$ cat src/rtl/pct_pkg.sv
// ----------------------------------------------------------------------------
// pct_pkg: shared types and constants for the polygon convexity test
// Coordinate and intermediate widths, sequencer/datapath codes and the
// control words that pass between the sequencer, the MAC unit and the top.
// ----------------------------------------------------------------------------
package pct_pkg;

  localparam int COORD_BITS = 16;
  localparam int DIFF_W     = COORD_BITS + 1;      // vertex difference
  localparam int NORM_W     = 2 * DIFF_W + 1;      // plane normal component
  localparam int EDGE_W     = NORM_W + DIFF_W + 1; // n x (A-B) component
  localparam int PROD_W     = EDGE_W + DIFF_W;     // widest single product
  localparam int ACC_W      = PROD_W + 2;          // sum of three products

  localparam int STEP_W = 4;
  localparam logic [STEP_W-1:0] NORM_LAST_STEP = STEP_W'(5);
  localparam logic [STEP_W-1:0] TEST_LAST_STEP = STEP_W'(8);

  // Vertex count class: saturates at SEEN_MANY (three or more)
  localparam logic [1:0] SEEN_ZERO = 2'd0;
  localparam logic [1:0] SEEN_ONE  = 2'd1;
  localparam logic [1:0] SEEN_TWO  = 2'd2;
  localparam logic [1:0] SEEN_MANY = 2'd3;

  typedef logic signed [COORD_BITS-1:0] coord_t;
  typedef logic signed [DIFF_W-1:0]     diff_t;
  typedef logic signed [NORM_W-1:0]     norm_t;
  typedef logic signed [EDGE_W-1:0]     edge_t;
  typedef logic signed [PROD_W-1:0]     prod_t;
  typedef logic signed [ACC_W-1:0]      acc_t;

  typedef struct packed {
    coord_t x;
    coord_t y;
    coord_t z;
  } point_t;

  typedef struct packed {
    diff_t x;
    diff_t y;
    diff_t z;
  } diff_vec_t;

  typedef struct packed {
    norm_t x;
    norm_t y;
    norm_t z;
  } norm_vec_t;

  typedef struct packed {
    edge_t x;
    edge_t y;
    edge_t z;
  } edge_vec_t;

  // Work phase: plane normal, then the triple tests
  typedef enum logic [1:0] {
    PH_NORMAL = 2'd0,  // n = (V2-V1) x (V0-V1)
    PH_RUN    = 2'd1,  // (older, newer, current)
    PH_CLOSE  = 2'd2,  // (newer, current, first)
    PH_WRAP   = 2'd3   // (current, first, second)
  } phase_e;

  typedef enum logic [3:0] {
    A_UX, A_UY, A_UZ,
    A_NX, A_NY, A_NZ,
    A_EX, A_EY, A_EZ
  } a_sel_e;

  typedef enum logic [2:0] {
    B_UX, B_UY, B_UZ,
    B_DX, B_DY, B_DZ
  } b_sel_e;

  typedef enum logic [2:0] {
    DST_NONE, DST_NX, DST_NY, DST_NZ,
    DST_EX, DST_EY, DST_EZ, DST_SIGN
  } dst_e;

  typedef struct packed {
    logic en;     // a product is issued this cycle
    logic first;  // start a new sum instead of adding to it
    logic sub;    // subtract the product
    dst_e dst;    // where the updated sum goes
  } mac_ctl_t;

  typedef struct packed {
    a_sel_e   a_sel;
    b_sel_e   b_sel;
    mac_ctl_t ctl;
  } mul_op_t;

  typedef struct packed {
    logic    idle;
    logic    load;    // latch the difference vectors for phase
    phase_e  phase;
    logic    finish;  // commit the vertex and maybe the result
    mul_op_t op;
  } seq_t;

  function automatic diff_vec_t diff_f(point_t a, point_t b);
    diff_vec_t r;
    r.x = {a.x[COORD_BITS-1], a.x} - {b.x[COORD_BITS-1], b.x};
    r.y = {a.y[COORD_BITS-1], a.y} - {b.y[COORD_BITS-1], b.y};
    r.z = {a.z[COORD_BITS-1], a.z} - {b.z[COORD_BITS-1], b.z};
    return r;
  endfunction

endpackage

$ cat src/rtl/pct_seq.sv
// ----------------------------------------------------------------------------
// pct_seq: sequencer for the convexity test
// Walks the phases of one vertex (normal, running triple, wraparound triples)
// and, in each phase, issues one multiplier op per cycle from a step table.
// ----------------------------------------------------------------------------
module pct_seq (
  input  logic          clk_i,
  input  logic          rst_ni,
  input  logic          start_i,
  input  logic [1:0]    seen_i,
  input  logic          last_i,
  input  logic          out_block_i,
  output pct_pkg::seq_t seq_o
);

  typedef enum logic [4:0] {
    S_IDLE   = 5'b00001,
    S_LOAD   = 5'b00010,
    S_RUN    = 5'b00100,
    S_DRAIN  = 5'b01000,
    S_FINISH = 5'b10000
  } state_e;

  state_e                         state_q, state_d;
  pct_pkg::phase_e                phase_q, phase_d;
  logic [pct_pkg::STEP_W-1:0]     step_q, step_d;
  logic                           last_q;
  logic                           wrap_q;
  logic [pct_pkg::STEP_W-1:0]     last_step;
  logic                           compute;
  pct_pkg::mul_op_t               op;

  // Normal: u x d. Triple: e = n x u, then e . d, sign into the flag.
  function automatic pct_pkg::mul_op_t op_f(logic norm, logic [pct_pkg::STEP_W-1:0] step);
    pct_pkg::mul_op_t r;
    r.a_sel     = pct_pkg::A_UX;
    r.b_sel     = pct_pkg::B_DX;
    r.ctl.en    = 1'b1;
    r.ctl.first = 1'b0;
    r.ctl.sub   = 1'b0;
    r.ctl.dst   = pct_pkg::DST_NONE;
    if (norm) begin
      case (step)
        4'd0: begin r.a_sel = pct_pkg::A_UY; r.b_sel = pct_pkg::B_DZ; r.ctl.first = 1'b1; end
        4'd1: begin
          r.a_sel = pct_pkg::A_UZ; r.b_sel = pct_pkg::B_DY;
          r.ctl.sub = 1'b1; r.ctl.dst = pct_pkg::DST_NX;
        end
        4'd2: begin r.a_sel = pct_pkg::A_UZ; r.b_sel = pct_pkg::B_DX; r.ctl.first = 1'b1; end
        4'd3: begin
          r.a_sel = pct_pkg::A_UX; r.b_sel = pct_pkg::B_DZ;
          r.ctl.sub = 1'b1; r.ctl.dst = pct_pkg::DST_NY;
        end
        4'd4: begin r.a_sel = pct_pkg::A_UX; r.b_sel = pct_pkg::B_DY; r.ctl.first = 1'b1; end
        default: begin
          r.a_sel = pct_pkg::A_UY; r.b_sel = pct_pkg::B_DX;
          r.ctl.sub = 1'b1; r.ctl.dst = pct_pkg::DST_NZ;
        end
      endcase
    end else begin
      case (step)
        4'd0: begin r.a_sel = pct_pkg::A_NY; r.b_sel = pct_pkg::B_UZ; r.ctl.first = 1'b1; end
        4'd1: begin
          r.a_sel = pct_pkg::A_NZ; r.b_sel = pct_pkg::B_UY;
          r.ctl.sub = 1'b1; r.ctl.dst = pct_pkg::DST_EX;
        end
        4'd2: begin r.a_sel = pct_pkg::A_NZ; r.b_sel = pct_pkg::B_UX; r.ctl.first = 1'b1; end
        4'd3: begin
          r.a_sel = pct_pkg::A_NX; r.b_sel = pct_pkg::B_UZ;
          r.ctl.sub = 1'b1; r.ctl.dst = pct_pkg::DST_EY;
        end
        4'd4: begin r.a_sel = pct_pkg::A_NX; r.b_sel = pct_pkg::B_UY; r.ctl.first = 1'b1; end
        4'd5: begin
          r.a_sel = pct_pkg::A_NY; r.b_sel = pct_pkg::B_UX;
          r.ctl.sub = 1'b1; r.ctl.dst = pct_pkg::DST_EZ;
        end
        4'd6: begin r.a_sel = pct_pkg::A_EX; r.b_sel = pct_pkg::B_DX; r.ctl.first = 1'b1; end
        4'd7: begin r.a_sel = pct_pkg::A_EY; r.b_sel = pct_pkg::B_DY; end
        default: begin
          r.a_sel = pct_pkg::A_EZ; r.b_sel = pct_pkg::B_DZ; r.ctl.dst = pct_pkg::DST_SIGN;
        end
      endcase
    end
    return r;
  endfunction

  assign compute   = (seen_i == pct_pkg::SEEN_TWO) || (seen_i == pct_pkg::SEEN_MANY);
  assign last_step = (phase_q == pct_pkg::PH_NORMAL) ? pct_pkg::NORM_LAST_STEP
                                                     : pct_pkg::TEST_LAST_STEP;

  always_comb begin
    state_d = state_q;
    phase_d = phase_q;
    step_d  = step_q;
    unique case (state_q)
      S_IDLE: begin
        if (start_i) begin
          if (compute) begin
            phase_d = (seen_i == pct_pkg::SEEN_TWO) ? pct_pkg::PH_NORMAL : pct_pkg::PH_RUN;
            state_d = S_LOAD;
          end else begin
            state_d = S_FINISH;
          end
        end
      end
      S_LOAD: begin
        step_d  = '0;
        state_d = S_RUN;
      end
      S_RUN: begin
        if (step_q == last_step) begin
          state_d = S_LOAD;
          unique case (phase_q)
            pct_pkg::PH_NORMAL: phase_d = pct_pkg::PH_RUN;
            pct_pkg::PH_RUN: begin
              if (wrap_q) begin
                phase_d = pct_pkg::PH_CLOSE;
              end else begin
                state_d = S_DRAIN;
              end
            end
            pct_pkg::PH_CLOSE: phase_d = pct_pkg::PH_WRAP;
            pct_pkg::PH_WRAP:  state_d = S_DRAIN;
            default:           state_d = S_DRAIN;
          endcase
        end else begin
          step_d = step_q + 1'b1;
        end
      end
      // let the last product reach the accumulator
      S_DRAIN: state_d = S_FINISH;
      S_FINISH: begin
        if (!(last_q && out_block_i)) begin
          state_d = S_IDLE;
        end
      end
      default: state_d = S_IDLE;
    endcase
  end

  always_ff @(posedge clk_i or negedge rst_ni) begin
    if (!rst_ni) begin
      state_q <= S_IDLE;
      phase_q <= pct_pkg::PH_NORMAL;
      step_q  <= '0;
      last_q  <= 1'b0;
      wrap_q  <= 1'b0;
    end else begin
      state_q <= state_d;
      phase_q <= phase_d;
      step_q  <= step_d;
      if (start_i && (state_q == S_IDLE)) begin
        last_q <= last_i;
        wrap_q <= last_i && (seen_i == pct_pkg::SEEN_MANY);
      end
    end
  end

  always_comb begin
    op        = op_f(phase_q == pct_pkg::PH_NORMAL, step_q);
    op.ctl.en = (state_q == S_RUN);
  end

  assign seq_o.idle   = (state_q == S_IDLE);
  assign seq_o.load   = (state_q == S_LOAD);
  assign seq_o.phase  = phase_q;
  assign seq_o.finish = (state_q == S_FINISH) && !(last_q && out_block_i);
  assign seq_o.op     = op;

endmodule

$ cat config.mk
export PLATFORM = sky130hd
export DESIGN_NAME = pct_seq
export DESIGN_NICKNAME = d
export VERILOG_FILES = /design/src/rtl/pct_pkg.sv /design/src/rtl/pct_seq.sv
export SDC_FILE = /design/constraint.sdc
export NUM_CORES = 1
export LEC_CHECK = 0
export BUFFER_PORTS_ARGS = -buffer_cell sky130_fd_sc_hd__buf_2
export CORE_MARGIN = 5
export CORE_UTILIZATION = 40
export CTS_BUF_LIST = sky130_fd_sc_hd__clkbuf_4 sky130_fd_sc_hd__clkbuf_8 sky130_fd_sc_hd__clkbuf_16
export DETAILED_ROUTE_END_ITERATION = 12
export PLACE_DENSITY = 0.62
export SLEW_MARGIN = 20
export SYNTH_ARGS = -nofsm -noshare
export SYNTH_HDL_FRONTEND = slang
export SYNTH_SLANG_ARGS = --single-unit
$ cat constraint.sdc
create_clock -name clk_i -period 2.4 [get_ports clk_i]
set_input_delay 0.12 -clock clk_i [delete_from_list [all_inputs] [get_ports clk_i]]
set_output_delay 0.12 -clock clk_i [all_outputs]
set_load 0.01 [all_outputs]
==> flow_summary.toml <==
[finish]
diodes = 0
finish.cell_count_without_fillers = 209
areaGrowthSynthToFinish_pct = 17.8
final_cell_mix = "sky130_fd_sc_hd__buf_2, sky130_fd_sc_hd__nor2_1, sky130_fd_sc_hd__o21ai_0, sky130_fd_sc_hd__a21oi_1, sky130_fd_sc_hd__dfrtp_1"
drive_gt1_share_pct = 22.5
design.final.nets = 194
layout.cell_area.non_filler_mm2 = 0.00135
final_common_cell = "sky130_fd_sc_hd__buf_2"

[floorplanning]
die_area_mm2 = 0.00404
boundaryPins = 25
fp-row-count = 19
initial_core_util_pct = 41.6
coreArea_mm2 = 0.00276
die_w_um = 63.6
die_h_um = 63.6

[place]
place_inst = 204
dp_hpwl_um = 1990
post_dp_cell_area_mm2 = 0.00131
finalWeightedCongestion = 0.770
placement.io_buffers = 24

[global_routing]
global_route.overflow_total = 0
grt_use_total_pct = 14.3
grt_antenna_before_repair = 0
grt_pass1_vias = 1103
grt_start_max_net_pins = 22
grt_pass1_wl_um = 4870

[synthesis]
synth_sequential_area_ratio_pct = 28.5
syn_nets = 168
syn-cell-area_mm2 = 0.00115
yosys-top-cells-area = "sky130_fd_sc_hd__dfrtp_1, sky130_fd_sc_hd__ha_1, sky130_fd_sc_hd__nor2_1, sky130_fd_sc_hd__o21ai_0, sky130_fd_sc_hd__a21oi_1"
syn-instance-count = 153
primary_ff_master_synth = "sky130_fd_sc_hd__dfrtp_1"
synth_area_per_cell_um2 = 7.50
number_of_enable_flip_flop_cells_after_synthesis = 0
async_flop_share_pct = 100
synthDominantCellAreaShare_pct = 26.2
yosys_warnings = 0
post_synth_num_cell_types = 41
yosys_register_bits = 13
synth_largest_area_cell = "sky130_fd_sc_hd__dfrtp_1"

[worst_setup_path]
r2r_slack_ns = 0.16
startpoint_type_of_the_worst_setup_path = "register"
crit_required_ns = 2.28
critical_path_peak_fanout = 10
critPathMostFrequentCell = "sky130_fd_sc_hd__nor2_1"
critical_path.n_buffers_inverters = 2
cp-end-kind = "primary output"
worstSetupStartpoint = "step_q[0]"
critPathMaxStageDelay_ns = 0.45
timing.critical_path.max_delay_family = "simple AND/OR/NAND/NOR gates"
timing.critical_path.arrival_ns = 2.13
worst-setup-path-type = "reg -> out"
cell_with_the_biggest_individual_delay_on_the_critical_path = "sky130_fd_sc_hd__dfrtp_1"
worst_r2r_start = "phase_q[1]"
crit_path_cell_trace = "inv_1 -> ha_2 -> nor2_1 -> a21o_1 -> nor2_1 -> o21ai_0 -> and2_1 -> buf_2"

[clock_tree]
path_clk_slew_ns = 0.08
cts_tree = "built"
cts.path.max_buffers = 2
postCtsSetupBuffers = 0
clock_tree.htree_level_count = 1
clock_tree_sinks = 13
cts-root-buf = "sky130_fd_sc_hd__clkbuf_4"
cts_inserted_buffers = 3
clk_latency_ns = 0.28

[detailed_routing]
wire_per_inst_um = 13.0
detail_route.wirelength_um = 2720
drt_first_iter_violations = 69
drt-met1-wl_um = 1360
post-route-drc-count = 0
met3WireLength_um = 133
via_count = 1136
first_pass_iters = 4
drt.antenna.violating_nets = 0
wl_met2_um = 1200
vias_per_inst = 5.44
topRoutingLayerUsed = "met4"

[sta]
setup_viol = 0
post-route-min-period_ns = 2.25
finalHoldViolations = 0
unrepaired_setup_endpoints_after_global_routing = "true"
max_freq_mhz = 443
final-max-slew-violation-count = 0
final_min_period_over_clock_period_pct = 94.0
worst_pin_slew_ns = 0.349
worst_clock_skew_ns = 0.00473
relSlewSlack_pct = 76.7

[hold_path]
min-delay-start = "start_i"
holdCritPathClass = "in -> reg"

[power_and_ir_drop]
total_leakage_power_nw = 0.642
p_sw_share_pct = 49.2
pwr-share-clk_pct = 8.1
p_sw_uw = 930
part_of_the_power_in_combinational_logic_pct = 71.3
power-per-cell-area_mw_per_mm2 = 1400
share_seq_of_total_power_pct = 20.6
vdd_drop_max_mv = 0.702
p_int_uw = 959

[status]
outcome = "completed"

[run]
max_cap_viol_count = 0
-- synthesized netlist by cell type, types with 2 or more instances --
library cell,n
sky130_fd_sc_hd__and2_1,2
sky130_fd_sc_hd__or3_1,2
sky130_fd_sc_hd__mux2i_1,2
sky130_fd_sc_hd__nand2b_1,4
sky130_fd_sc_hd__inv_1,11
sky130_fd_sc_hd__xnor2_1,2
sky130_fd_sc_hd__o21ai_0,14
sky130_fd_sc_hd__a21oi_1,13
sky130_fd_sc_hd__o31ai_1,2
sky130_fd_sc_hd__clkbuf_1,8
sky130_fd_sc_hd__nor2b_1,2
sky130_fd_sc_hd__a32oi_1,2
sky130_fd_sc_hd__o21ai_1,2
sky130_fd_sc_hd__nand2_1,11
sky130_fd_sc_hd__dfrtp_1,12
sky130_fd_sc_hd__nor2_1,20
sky130_fd_sc_hd__nand3_1,6
sky130_fd_sc_hd__ha_1,8
sky130_fd_sc_hd__o31a_1,3
sky130_fd_sc_hd__nor3_1,4
sky130_fd_sc_hd__o211ai_1,3
-- cell families (layout without fill, tap and decap cells) --
logic type | Yosys count | count (layout) | share of synthesized area (%)
fa+ha+maj | 8 | 8 | 8.72
flops | 13 | 13 | 28.5
compound gates | 45 | 45 | 23.7
mux | 4 | 4 | 3.71
xor+xnor | 3 | 3 | 2.29
simple gates | 59 | 59 | 25.6
buf+inv | 21 | 46 | 7.52
-- repair_timing --
action | in CTS | in global routing
gates resized for setup | 0 | 2
hold endpoints to repair | 13 | 0
setup endpoints to repair | 0 | 4
hold buffers | 1 | 0
-- flip-flops by register name, summed over array words and instances, names as in the netlist --
register and count:
state_q 5, step_q 4, phase_q 2, last_q 1
wrap_q 1
-- metal layers --
metal,track usage [%],up-vias
met4,3.38,0
met3,3.20,3
met2,20.4,31
met1,21.4,518
li1,-,584
met5,0,-
-- area by class of cell --
cell class | count | area [um^2]
sequential | 13 | 327
tap | 31 | 38.8
timing repair buffer | 31 | 175
fill | 284 | 1410
inverter | 11 | 41.3
clock buffer | 4 | 30.0
multi-input combinational | 119 | 739
-- worst reg2reg max path, stage by stage (launching register included) --
cell                      delay [ns]
sky130_fd_sc_hd__dfrtp_1        0.37
sky130_fd_sc_hd__inv_1          0.09
sky130_fd_sc_hd__ha_1           0.22
sky130_fd_sc_hd__or4b_1         0.49
sky130_fd_sc_hd__o31a_1         0.13
sky130_fd_sc_hd__o31a_1         0.28
sky130_fd_sc_hd__nor3_2         0.19
sky130_fd_sc_hd__mux2_1         0.35
-- power by group through the flow --
stage	logic, mW	clock network, mW	registers, mW
after detailed placement	1.33	0	0.391
after CTS	1.34	0.156	0.387
final	1.35	0.152	0.389
after global placement	1.32	0	0.388
after global routing	1.53	0.169	0.401
after floorplan	0.930	0	0.385
-- path summary, 6_finish.rpt --
check	to	cells past startpoint
min in group asynchronous	state_q[1]	2
hold / removal	state_q[0]	2
setup / recovery	seq_o[8]	8
max in group asynchronous	state_q[0]	2
setup reg to reg	phase_q[0]	7
hold reg to reg	wrap_q	2
-- metrics by stage --
step                hold slack (ns)  setup WS, ns  TNS [ns]  util (%)  power (mW)
floorplan                    -0.176        0.0413         0         -        1.31
global placement             0.0249         0.204         0      47.4        1.71
detailed placement           0.0318         0.108         0      47.4        1.72
CTS                          0.0253        0.0607         0      48.8        1.88
global route                 0.0300       -0.0370   -0.0370      49.0        2.10
finish                       0.0343         0.145         0      49.0        1.89
Note: power is estimated with default switching activity, not from simulation.
